`src/rtl/skt_pkg.sv`:
```
package skt_pkg;

  localparam int CAPACITY_DEF  = 64;
  localparam int KEY_WIDTH_DEF = 32;

  localparam int FUNC_W   = 3;
  localparam int POS_W    = 7;
  localparam int KEY_IN_W = 32;

  localparam logic [FUNC_W-1:0] FN_INSERT_SORTED = 3'd0;
  localparam logic [FUNC_W-1:0] FN_FIND          = 3'd1;
  localparam logic [FUNC_W-1:0] FN_INSERT_AT     = 3'd2;
  localparam logic [FUNC_W-1:0] FN_DELETE        = 3'd3;
  localparam logic [FUNC_W-1:0] FN_SET           = 3'd4;
  localparam logic [FUNC_W-1:0] FN_GET           = 3'd5;

  typedef struct packed {
    logic take;
    logic bs_init;
    logic bs_probe;
    logic bs_cmp;
    logic pos_to_lo;
    logic cnt_to_lo;
    logic gap_init;
    logic del_init;
    logic scan_init;
    logic step;
    logic shift;
    logic chk;
    logic put_key;
    logic grow;
    logic shrink;
    logic rd_pos;
    logic res_ok;
    logic res_idx;
    logic res_key;
    logic publish;
  } cmd_t;

  typedef struct packed {
    logic [FUNC_W-1:0] func;
    logic              ordering;
    logic              full;
    logic              cnt_zero;
    logic              pos_le_cnt;
    logic              pos_lt_cnt;
    logic              pos_eq_cnt;
    logic              del_ok;
    logic              bs_open;
    logic              move_done;
    logic              hit;
  } status_t;

endpackage

```
`src/rtl/sorted_key_table.sv`:
```
// channel | signals                                  | accepted when
// in      | func, position, run_length, key_in       | in_valid && in_ready
// out     | ok, index_out, key_out, element_count    | out_valid && out_ready
// cfg     | cfg_data (ordering enabled)              | cfg_valid && cfg_ready
//
// One item at a time. Sorted insert: a binary search when ordering is enabled
// (else append), then one key a cycle moved through the memory's read/write
// ports. Delete moves one key a cycle; find scans one key a cycle.
// Synchronous reset empties the table; the key memory itself is not cleared.
// A finished result is held in the output register while the next item starts.
module sorted_key_table
  import skt_pkg::*;
#(
  parameter int CAPACITY  = CAPACITY_DEF,
  parameter int KEY_WIDTH = KEY_WIDTH_DEF
) (
  input  logic                clk,
  input  logic                rst,
  input  logic                cfg_valid,
  output logic                cfg_ready,
  input  logic                cfg_data,
  input  logic                in_valid,
  output logic                in_ready,
  input  logic [FUNC_W-1:0]   func,
  input  logic [POS_W-1:0]    position,
  input  logic [POS_W-1:0]    run_length,
  input  logic [KEY_IN_W-1:0] key_in,
  output logic                out_valid,
  input  logic                out_ready,
  output logic                ok,
  output logic [POS_W-1:0]    index_out,
  output logic [KEY_IN_W-1:0] key_out,
  output logic [POS_W-1:0]    element_count
);

  cmd_t    cmd;
  status_t st;

  assign cfg_ready = !rst;

  skt_ctrl u_ctrl (
    .clk       (clk),
    .rst       (rst),
    .in_valid  (in_valid),
    .in_ready  (in_ready),
    .out_valid (out_valid),
    .out_ready (out_ready),
    .st        (st),
    .cmd       (cmd)
  );

  skt_datapath #(
    .CAPACITY  (CAPACITY),
    .KEY_WIDTH (KEY_WIDTH)
  ) u_datapath (
    .clk           (clk),
    .rst           (rst),
    .cfg_write     (cfg_valid && cfg_ready),
    .cfg_data      (cfg_data),
    .cmd           (cmd),
    .st            (st),
    .func          (func),
    .position      (position),
    .run_length    (run_length),
    .key_in        (key_in),
    .ok            (ok),
    .index_out     (index_out),
    .key_out       (key_out),
    .element_count (element_count)
  );

endmodule

```
`src/rtl/skt_ctrl.sv`:
```
module skt_ctrl
  import skt_pkg::*;
(
  input  logic    clk,
  input  logic    rst,
  input  logic    in_valid,
  output logic    in_ready,
  output logic    out_valid,
  input  logic    out_ready,
  input  status_t st,
  output cmd_t    cmd
);

  typedef enum logic [3:0] {
    S_IDLE, S_DECODE, S_BS_PROBE, S_BS_CMP, S_GAP, S_MOVE, S_PUT, S_SET_PUT,
    S_DEL_END, S_SCAN, S_GET_WAIT, S_FINISH
  } state_t;

  state_t state, state_next;

  assign in_ready = (state == S_IDLE) && !rst;

  always_comb begin
    cmd        = '0;
    state_next = state;
    unique case (state)
      S_IDLE: begin
        if (in_valid && in_ready) begin
          cmd.take   = 1'b1;
          state_next = S_DECODE;
        end
      end
      S_DECODE: begin
        state_next = S_FINISH;
        unique case (st.func)
          FN_INSERT_SORTED: begin
            if (!st.full) begin
              if (st.ordering) begin
                cmd.bs_init = 1'b1;
                state_next  = S_BS_PROBE;
              end else begin
                cmd.cnt_to_lo = 1'b1;
                state_next    = S_GAP;
              end
            end
          end
          FN_FIND: begin
            if (st.ordering && !st.cnt_zero) begin
              cmd.scan_init = 1'b1;
              state_next    = S_SCAN;
            end
          end
          FN_INSERT_AT: begin
            if (!st.full && st.pos_le_cnt) begin
              cmd.pos_to_lo = 1'b1;
              state_next    = S_GAP;
            end
          end
          FN_DELETE: begin
            if (st.del_ok) begin
              cmd.del_init = 1'b1;
              state_next   = S_MOVE;
            end
          end
          FN_SET: begin
            if (st.pos_lt_cnt) begin
              cmd.pos_to_lo = 1'b1;
              state_next    = S_SET_PUT;
            end else if (st.pos_eq_cnt && !st.full) begin
              cmd.pos_to_lo = 1'b1;
              state_next    = S_PUT;
            end
          end
          FN_GET: begin
            if (st.pos_lt_cnt) begin
              cmd.rd_pos = 1'b1;
              state_next = S_GET_WAIT;
            end
          end
          default: state_next = S_FINISH;
        endcase
      end
      S_BS_PROBE: begin
        if (st.bs_open) begin
          cmd.bs_probe = 1'b1;
          state_next   = S_BS_CMP;
        end else begin
          state_next = S_GAP;
        end
      end
      S_BS_CMP: begin
        cmd.bs_cmp = 1'b1;
        state_next = S_BS_PROBE;
      end
      S_GAP: begin
        cmd.gap_init = 1'b1;
        state_next   = S_MOVE;
      end
      S_MOVE: begin
        cmd.step  = 1'b1;
        cmd.shift = 1'b1;
        if (st.move_done) begin
          state_next = (st.func == FN_DELETE) ? S_DEL_END : S_PUT;
        end
      end
      S_PUT: begin
        cmd.put_key = 1'b1;
        cmd.grow    = 1'b1;
        cmd.res_ok  = 1'b1;
        cmd.res_idx = 1'b1;
        state_next  = S_FINISH;
      end
      S_SET_PUT: begin
        cmd.put_key = 1'b1;
        cmd.res_ok  = 1'b1;
        cmd.res_idx = 1'b1;
        state_next  = S_FINISH;
      end
      S_DEL_END: begin
        cmd.shrink = 1'b1;
        cmd.res_ok = 1'b1;
        state_next = S_FINISH;
      end
      S_SCAN: begin
        cmd.step = 1'b1;
        cmd.chk  = 1'b1;
        if (st.hit || st.move_done) begin
          state_next = S_FINISH;
        end
      end
      S_GET_WAIT: begin
        cmd.res_key = 1'b1;
        cmd.res_ok  = 1'b1;
        state_next  = S_FINISH;
      end
      S_FINISH: begin
        if (!out_valid || out_ready) begin
          cmd.publish = 1'b1;
          state_next  = S_IDLE;
        end
      end
      default: state_next = S_IDLE;
    endcase
  end

  always_ff @(posedge clk) begin
    if (rst) begin
      state     <= S_IDLE;
      out_valid <= 1'b0;
    end else begin
      state <= state_next;
      if (cmd.publish) begin
        out_valid <= 1'b1;
      end else if (out_ready) begin
        out_valid <= 1'b0;
      end
    end
  end

endmodule

```
`src/rtl/skt_datapath.sv`:
```
module skt_datapath
  import skt_pkg::*;
#(
  parameter int CAPACITY  = CAPACITY_DEF,
  parameter int KEY_WIDTH = KEY_WIDTH_DEF
) (
  input  logic                clk,
  input  logic                rst,
  input  logic                cfg_write,
  input  logic                cfg_data,
  input  cmd_t                cmd,
  output status_t             st,
  input  logic [FUNC_W-1:0]   func,
  input  logic [POS_W-1:0]    position,
  input  logic [POS_W-1:0]    run_length,
  input  logic [KEY_IN_W-1:0] key_in,
  output logic                ok,
  output logic [POS_W-1:0]    index_out,
  output logic [KEY_IN_W-1:0] key_out,
  output logic [POS_W-1:0]    element_count
);

  localparam int CNT_W  = $clog2(CAPACITY + 1);
  localparam int ADDR_W = $clog2(CAPACITY);
  localparam int CMP_W  = ((CNT_W > POS_W) ? CNT_W : POS_W) + 1;
  localparam int KW     = KEY_WIDTH;

  logic [KW-1:0] key_store [CAPACITY];
  logic [KW-1:0] rdata;

  logic              ordering;
  logic [CNT_W-1:0]  cnt;
  logic [FUNC_W-1:0] func_r;
  logic [POS_W-1:0]  pos_r;
  logic [POS_W-1:0]  len_r;
  logic [KW-1:0]     key_r;
  logic [CNT_W-1:0]  lo;
  logic [CNT_W-1:0]  hi;
  logic [CNT_W-1:0]  mid_r;
  logic [CNT_W-1:0]  src;
  logic [CNT_W-1:0]  dst;
  logic [CNT_W-1:0]  moves;
  logic              down;
  logic              pend;
  logic              res_ok;
  logic [POS_W-1:0]  res_idx;
  logic [KW-1:0]     res_key;

  logic [KW+KEY_IN_W-1:0] key_wide;
  logic [KW+KEY_IN_W-1:0] kout_wide;
  logic [CMP_W-1:0]       pos_x;
  logic [CMP_W-1:0]       len_x;
  logic [CMP_W-1:0]       cnt_x;
  logic [CMP_W-1:0]       end_x;
  logic [CNT_W-1:0]       pos_c;
  logic [CNT_W:0]         mid_sum;
  logic [CNT_W-1:0]       mid;
  logic                   rd_en;
  logic [ADDR_W-1:0]      rd_addr;
  logic                   wr_en;
  logic [ADDR_W-1:0]      wr_addr;
  logic [KW-1:0]          wr_data;
  logic                   hit;

  assign key_wide  = {{KW{1'b0}}, key_in};
  assign kout_wide = {{KEY_IN_W{1'b0}}, res_key};

  assign pos_x   = CMP_W'(pos_r);
  assign len_x   = CMP_W'(len_r);
  assign cnt_x   = CMP_W'(cnt);
  assign end_x   = pos_x + len_x;
  assign pos_c   = CNT_W'(pos_x);
  assign mid_sum = {1'b0, lo} + {1'b0, hi};
  assign mid     = mid_sum[CNT_W:1];
  assign hit     = pend && (rdata == key_r);

  always_comb begin
    st            = '0;
    st.func       = func_r;
    st.ordering   = ordering;
    st.full       = (cnt == CNT_W'(CAPACITY));
    st.cnt_zero   = (cnt == '0);
    st.pos_le_cnt = (pos_x <= cnt_x);
    st.pos_lt_cnt = (pos_x < cnt_x);
    st.pos_eq_cnt = (pos_x == cnt_x);
    st.del_ok     = (end_x <= cnt_x);
    st.bs_open    = (lo < hi);
    st.move_done  = (moves == '0) && !pend;
    st.hit        = hit;
  end

  // one read and one write port
  always_comb begin
    rd_en   = cmd.bs_probe | cmd.rd_pos | (cmd.step && (moves != '0));
    rd_addr = src[ADDR_W-1:0];
    if (cmd.bs_probe) begin
      rd_addr = mid[ADDR_W-1:0];
    end else if (cmd.rd_pos) begin
      rd_addr = pos_c[ADDR_W-1:0];
    end
    wr_en   = cmd.put_key | (cmd.step && cmd.shift && pend);
    wr_addr = cmd.put_key ? lo[ADDR_W-1:0] : dst[ADDR_W-1:0];
    wr_data = cmd.put_key ? key_r : rdata;
  end

  always_ff @(posedge clk) begin
    if (wr_en) begin
      key_store[wr_addr] <= wr_data;
    end
    if (rd_en) begin
      rdata <= key_store[rd_addr];
    end
  end

  always_ff @(posedge clk) begin
    if (rst) begin
      ordering <= 1'b0;
      cnt      <= '0;
      pend     <= 1'b0;
    end else begin
      if (cfg_write) begin
        ordering <= cfg_data;
      end
      if (cmd.grow) begin
        cnt <= cnt + CNT_W'(1);
      end else if (cmd.shrink) begin
        cnt <= CNT_W'(cnt_x - len_x);
      end
      if (cmd.gap_init || cmd.del_init || cmd.scan_init) begin
        pend <= 1'b0;
      end else if (cmd.step) begin
        pend <= (moves != '0);
      end
    end
  end

  always_ff @(posedge clk) begin
    if (cmd.take) begin
      func_r  <= func;
      pos_r   <= position;
      len_r   <= run_length;
      key_r   <= key_wide[KW-1:0];
      res_ok  <= 1'b0;
      res_idx <= '0;
      res_key <= '0;
    end

    if (cmd.bs_init) begin
      lo <= '0;
      hi <= cnt;
    end else if (cmd.pos_to_lo) begin
      lo <= pos_c;
    end else if (cmd.cnt_to_lo) begin
      lo <= cnt;
    end else if (cmd.bs_cmp) begin
      if (rdata <= key_r) begin
        lo <= mid_r + CNT_W'(1);
      end else begin
        hi <= mid_r;
      end
    end
    if (cmd.bs_probe) begin
      mid_r <= mid;
    end

    if (cmd.gap_init) begin
      src   <= cnt - CNT_W'(1);
      dst   <= cnt;
      moves <= cnt - lo;
      down  <= 1'b1;
    end else if (cmd.del_init) begin
      src   <= CNT_W'(end_x);
      dst   <= pos_c;
      moves <= CNT_W'(cnt_x - end_x);
      down  <= 1'b0;
    end else if (cmd.scan_init) begin
      src   <= '0;
      dst   <= '0;
      moves <= cnt;
      down  <= 1'b0;
    end else if (cmd.step) begin
      if (moves != '0) begin
        src   <= down ? src - CNT_W'(1) : src + CNT_W'(1);
        moves <= moves - CNT_W'(1);
      end
      if (pend) begin
        dst <= down ? dst - CNT_W'(1) : dst + CNT_W'(1);
      end
    end

    if (cmd.chk && hit) begin
      res_ok  <= 1'b1;
      res_idx <= POS_W'(dst);
    end
    if (cmd.res_ok) begin
      res_ok <= 1'b1;
    end
    if (cmd.res_idx) begin
      res_idx <= POS_W'(lo);
    end
    if (cmd.res_key) begin
      res_key <= rdata;
    end

    if (cmd.publish) begin
      ok            <= res_ok;
      index_out     <= res_idx;
      key_out       <= kout_wide[KEY_IN_W-1:0];
      element_count <= POS_W'(cnt);
    end
  end

endmodule

```
`config.mk`:
```
export PLATFORM = sky130hd
export DESIGN_NAME = sorted_key_table
export DESIGN_NICKNAME = d
export VERILOG_FILES = /design/src/rtl/skt_pkg.sv /design/src/rtl/sorted_key_table.sv /design/src/rtl/skt_ctrl.sv /design/src/rtl/skt_datapath.sv
export SDC_FILE = /design/constraint.sdc
export NUM_CORES = 2
export LEC_CHECK = 0
export BUFFER_PORTS_ARGS = -buffer_cell sky130_fd_sc_hd__buf_4
export CORE_ASPECT_RATIO = 1.75
export CORE_MARGIN = 4
export CORE_UTILIZATION = 25
export DETAILED_ROUTE_END_ITERATION = 12
export GPL_ROUTABILITY_DRIVEN = 0
export PLACE_DENSITY = 0.4
export SLEW_MARGIN = 15
export SYNTH_ARGS = -nofsm -noshare
export SYNTH_HDL_FRONTEND = slang
export SYNTH_SLANG_ARGS = --single-unit
export TNS_END_PERCENT = 100
```
`constraint.sdc`:
```
create_clock -name clk -period 6.2 [get_ports clk]
set_input_delay 0.31 -clock clk [delete_from_list [all_inputs] [get_ports clk]]
set_output_delay 0.31 -clock clk [all_outputs]
set_load 0.05 [all_outputs]
```
* After elaboration in Yosys (flattened, before gate mapping)
Memory sizes are Yosys's and may differ from the RTL's. A register that Yosys moved wholly into a read port is not among the register bits. Cells that the tools add are included.
Storage, ports and cells: register bits after elaboration 193, bits in writable memories 2048, input bits 55, output and inout port bits 50, word-level logic and storage cells 213, memories 1
Memories:
- u_datapath.key_store | words 64, bits a word 32, rd ports 1, clocked after memory_dff 1, wr ports 1, RTL line skt_datapath.sv:28 | logic [KW-1:0] key_store [CAPACITY];
Cells by class: add/subtract/negate cells 13, magnitude comparators 5, equal/unequal tests 26, multiplexer cells 95, bitwise logic cells 3, reduce and logical (&&, ||, !) cells 47
Operators by type and width (count):
- 7-bit 2-to-1 mux | 31
- 32-bit 2-to-1 mux | 3
- 1-bit 2-to-1 mux | 40
- 4-bit 2-to-1 mux | 10
- 4-bit one-hot mux with 9 select lines | 1
- 32-bit == test | 1
- 32-bit less-or-equal comparator | 1
- 7-bit by 1-bit adder with 7-bit output (second input constant) | 4
- 7-bit by 1-bit subtractor with 7-bit output (second input constant) | 4
- 4-bit one-hot mux with 6 select lines | 1
- 7-bit subtractor | 3
- 6-bit 2-to-1 mux | 3
- 7-bit by 7-bit adder with 8-bit output | 2
- 4-bit by 3-bit == test with 1-bit output (second input constant) | 4
- 4-bit == test (second input constant) | 4
- 7-bit zero test | 2
- 7-bit < comparator | 2
- 1-bit logical AND | 12
- 4-bit nonzero test | 3
- 2-bit by 1-bit inequality test with 1-bit output (second input constant) | 5
- 2-bit nonzero test | 5
- 3-bit nonzero test | 3
- 4-bit by 2-bit == test with 1-bit output (second input constant) | 2
- 8-bit by 7-bit less-or-equal comparator with 1-bit output | 1
- other kinds (21) | 42

* Depth between registers and ports, before layout
word-level depth 10, gate-level depth with buffers 18

* Modules after synthesis
Synthesis repeated with hierarchy kept, for this count alone.
Unflattened totals: cell total of the unflattened synthesis 6244, area, all modules 92792.7 µm²
Modules (own cells, without submodules):
- skt_datapath | instances 1, cells each 6131, area each 92048.3 µm², seq. area each 67895.1 µm²
- skt_ctrl | instances 1, cells each 111, area each 734.5 µm², seq. area each 100.1 µm²
- sorted_key_table | instances 1, cells each 2, area each 10.0 µm², seq. area each 0.0 µm²

* Least setup slack after synthesis
No wires, ideal clock.
path kind register -> register, start reg u_ctrl.state[2], end mem u_datapath.key_store[0][1] (netlist bit), data pin, setup time 0.702 ns, arrival time 3.770 ns, setup slack 1.728 ns, stages on the path, launching flop included 6, clock period less this slack 4.472 ns, cell sequence dfxtp_1 clkbuf_1 nand3_1 clkbuf_1 clkbuf_1 o21ai_0
Between the ends: cells in the longest elaborated chain, start to end 4, elaborated cells between the ends (all ways) 5
RTL lines:
- start: declaration | RTL line skt_ctrl.sv:19 | state_t state, state_next;
- start signal: assignment | RTL line skt_ctrl.sv:151 | state <= state_next;
- 4-bit by 3-bit == test with 1-bit output | RTL line skt_ctrl.sv:26 | unique case (state)
- 2-bit OR reduction (no line) (*)
- 1-bit 2-to-1 mux (*) | RTL line skt_ctrl.sv:26
- 32-bit 2-to-1 mux (*) | RTL line skt_datapath.sv:103 | wr_data = cmd.put_key ? key_r : rdata;
- named net u_datapath.wr_data[1] | RTL line skt_datapath.sv:62 | logic [KW-1:0] wr_data;
- end: declaration | RTL line skt_datapath.sv:28
The timed path passes the listed nets; every way through them passes the cells marked *.

* Worst setup path in the final report
start reg u_datapath.cnt[1], end reg u_datapath.rdata[18], read port of u_datapath.key_store, data pin
Between the ends: cells in the longest elaborated chain, start to end 6, elaborated cells between the ends (all ways) 8
RTL lines:
- start: declaration | RTL line skt_datapath.sv:32 | logic [CNT_W-1:0] cnt;
- start signal: assignment | RTL line skt_datapath.sv:125 | cnt <= cnt + CNT_W'(1);
- start signal: assignment | RTL line skt_datapath.sv:127 | cnt <= CNT_W'(cnt_x - len_x);
- 7-bit < comparator (*) | RTL line skt_datapath.sv:84 | st.pos_lt_cnt = (pos_x < cnt_x);
- 1-bit 2-to-1 mux (*) | RTL line skt_ctrl.sv:75 | if (st.pos_lt_cnt) begin
- 1-bit 2-to-1 mux (*) | RTL line skt_ctrl.sv:35 | unique case (st.func)
- 1-bit 2-to-1 mux (*) | RTL line skt_ctrl.sv:26
- 6-bit 2-to-1 mux / 1-bit bitwise OR (equally long branches) | RTL line skt_datapath.sv:98, skt_datapath.sv:94
- 6-bit 2-to-1 mux / 1-bit bitwise OR (equally long branches) | RTL line skt_datapath.sv:96, skt_datapath.sv:94
- end: declaration | RTL line skt_datapath.sv:29 | logic [KW-1:0] rdata;
Mark *: on every way between the ends. The rest lies on a longest branch, timed or not. A chain may end at the register's enable or synchronous reset.

==> flow_summary.json <==
{
  "netlist_instances": 7238,
  "antenna_left": 0,
  "dpl_cell_area_um2": 106300,
  "clk_pin_slew_worst_paths_ps": 70,
  "power_frac_comb": 0.386,
  "reg2regPathDepth": 14,
  "pwr-share-clk": 0.247,
  "regToRegStartpoint": "u_datapath.cnt[1]",
  "cts_buffers": 223,
  "r2r_end": "u_datapath.rdata[18]",
  "overflow": 0,
  "antenna_found_initial": 6,
  "cts.sinks": 2272,
  "sequentialPowerShare": 0.368,
  "hpwl_mm": 217.1,
  "numPortBuffers": 104,
  "relSlewSlack": 0.2468,
  "yosys_warnings": 0,
  "fin_crit_sh": 0.8497,
  "setup_viol": 0,
  "tightest_slew_ps": 1130,
  "async_flop_share": 0,
  "max_freq_mhz": 189.8,
  "fp.dieArea_um2": 397900,
  "rows": 302,
  "fin_setup_tns_ps": 0,
  "synth_cell_type_count": 78,
  "final_common_cell": "edfxtp_1",
  "pwr_density_cell_nw_per_um2": 490.9,
  "hold-path-cell-count": 2,
  "p_int_uw": 33820,
  "layout_min_cycle_time_ps": 5268,
  "pin_count": 105,
  "syn_to_final_growth_pct": 17.66,
  "start_util": 0.2509,
  "root_buffer": "clkbuf_16",
  "stdcell_area_um2": 114000,
  "worst_ep_required_time_ps": 6740,
  "yosysSeqAreaShare": 0.7019,
  "cp-start-kind": "register",
  "grt_pass1_vias": 64717,
  "synth_area_leaders": "edfxtp_1, nand2_1, and3_1",
  "hp-start": "func[2]",
  "maxCapViolCount": 0,
  "drt_iter0_drc": 5464,
  "worst_skew_pair.late_latency_ps": 920,
  "ys_seq_elements": 2272,
  "coreArea_um2": 386200,
  "postRouteWirelength_mm": 349.9,
  "p_leak_uw": 0.03771,
  "p_sw_uw": 22130,
  "layout.cells.non_filler": 12728,
  "die_w_um": 478.6,
  "grt_use_total": 0.1696,
  "syn_area_per_cell_um2": 13.38,
  "final_max_slew_viol_count": 0,
  "synth_ff_type": "edfxtp_1",
  "ir_worst_vdd_v": 0.0003174,
  "crit_type": "reg -> reg",
  "synth_nets": 7397,
  "mostFrequentLayoutCells": "edfxtp_1, nand2_1, buf_4",
  "synth_edf_count": 2249,
  "vias": 63986,
  "holdPathEnd": "u_datapath.func_r[2]",
  "netlist.area_leader.share": 0.6971,
  "worstPathMaxFanout": 36,
  "die_y_um": 831.5,
  "rsz0062_at_grt": "false",
  "drive_gt1_frac": 0.1315,
  "wl_per_cell_um": 27.49,
  "cp.arrival_ps": 5810,
  "grt_pass1_wl_mm": 496.5,
  "dp_cells": 12272,
  "nNetsFinal": 7542,
  "finalHoldViolCount": 0,
  "worst_setup_path_end_kind": "register",
  "cts_setup_buffers": 0,
  "hp-class": "in -> reg",
  "cts_tree": "built",
  "drtPass1Iterations": 6,
  "reg2reg_slack_ps": 930,
  "report.power.total_uw": 55960,
  "whs_ps": 106.5,
  "fin_worst_skew_ps": 98.48,
  "post_drt_via_cell_ratio": 5.027,
  "outcome": "finished, final reports clean",
  "cts.path.max_buffers": 4,
  "drc_errors": 0,
  "htree_levels": 4,
  "yosys.area.top_type": "edfxtp_1",
  "grt_max_degree": 192,
  "swShare": 0.3955,
  "syn_area_um2": 96880
}
## stage by stage
stage | worst slack [ps] | utilization
after global placement | 881.0 | 0.2753
after CTS | 755.7 | 0.2951
after floorplan | 1728 | -
final | 932.1 | 0.2952
after detailed placement | 829.9 | 0.2753
after global routing | 489.4 | 0.2951
## cell families (layout without fill, tap and decap cells)
kind of cell	count (synthesis)	in the layout	share of synthesized area
AO/OA/AOI/OAI	1416	1416	0.1061
XOR/XNOR	52	52	0.004701
adder cells (fa/ha/maj)	104	104	0.01397
buffers and inverters	690	1006	0.02921
flip-flops	2272	2272	0.7019
multiplexers	237	237	0.02573
other	0	6	0
AND/OR/NAND/NOR	2467	2467	0.1184
## worst max path at each step
stage	from	to	slack, ps	cells after the start
2_1_floorplan	u_ctrl.state[2]	u_datapath.key_store[0][1]	1730	5
4_1_cts	u_datapath.cnt[1]	u_datapath.rdata[18]	760	14
5_1_grt	u_datapath.cnt[1]	u_datapath.rdata[18]	490	14
3_3_place_gp	u_datapath.cnt[1]	u_datapath.rdata[18]	880	14
6_report	u_datapath.cnt[1]	u_datapath.rdata[18]	930	14
3_5_place_dp	u_datapath.cnt[1]	u_datapath.rdata[18]	830	14
## per-layer routing
metal	vias up	wire length, µm	GRT usage
met4	4	12150	0.05638
met2	1884	188100	0.3208
li1	28262	-	-
met5	-	27	0
met1	33271	135600	0.1978
met3	565	14010	0.01818
## state kept, by name, summed over array words and instances, names as in the netlist, 32 cells and up
register,cells
u_datapath.res_key,32
u_datapath.key_r,32
u_datapath.rdata,32
u_datapath.key_out,32
u_datapath.key_store,2048
## worst max-delay path, stage by stage, from the launching register on
cell and delay, ps:
dfxtp_1 590, inv_1 370, ha_1 300, a21oi_1 200, a21o_1 490, a21boi_4 170, o31ai_4 290, buf_12 240
buf_12 280, buf_4 370, mux2i_1 220, mux2_2 170, o32ai_1 150, nor4_1 790, nand4_1 150
## repair_timing
| item | 4_1_cts | 5_1_grt |
|---|---|---|
| resized for setup | 0 | 0 |
| hold endpoints to repair | 63 | 0 |
| hold buffers | 54 | 0 |
## power groups by stage
| stage | Combinational [µW] | Clock, µW | Sequential (µW) |
|---|---|---|---|
| after floorplan | 12200 | 0 | 20900 |
| after global placement | 21700 | 0 | 20900 |
| after detailed placement | 21900 | 0 | 20900 |
| after CTS | 22000 | 14200 | 20600 |
| after global routing | 23200 | 14800 | 20600 |
| final | 21600 | 13800 | 20600 |
## cell usage after synthesis, drive strengths merged (7+ instances only)
master   number
o21ai       204
a21oi        60
nor4         68
a211oi      141
fa            7
a21o        160
o211ai      198
a32oi        32
ha           97
nand4       170
a311oi      194
o32ai        33
o2111ai      97
mux2         96
a31oi       207
inv         122
nand3b        7
buf         181
nand3       365
nor2        142
nand2      1284
nor2b         9
clkbuf      387
dfxtp        23
xnor2        30
nor3         18
o21bai        7
and2         36
nand2b       10
edfxtp     2249
o31ai        12
and3        334
xor2         22
mux2i       141
o311ai       31
## layout make-up
cell class / instances / area (µm²)
diodes: 6 / 15.01
clock buffers: 263 / 5794
clock inverters: 133 / 1314
fillers: 39031 / 272200
inverters: 122 / 459.2
multi-input cells: 4276 / 27220
flip-flops and latches: 2272 / 68000
well taps: 5168 / 6466
repair buffers: 488 / 4725
Power figures use the tool's default switching activity.
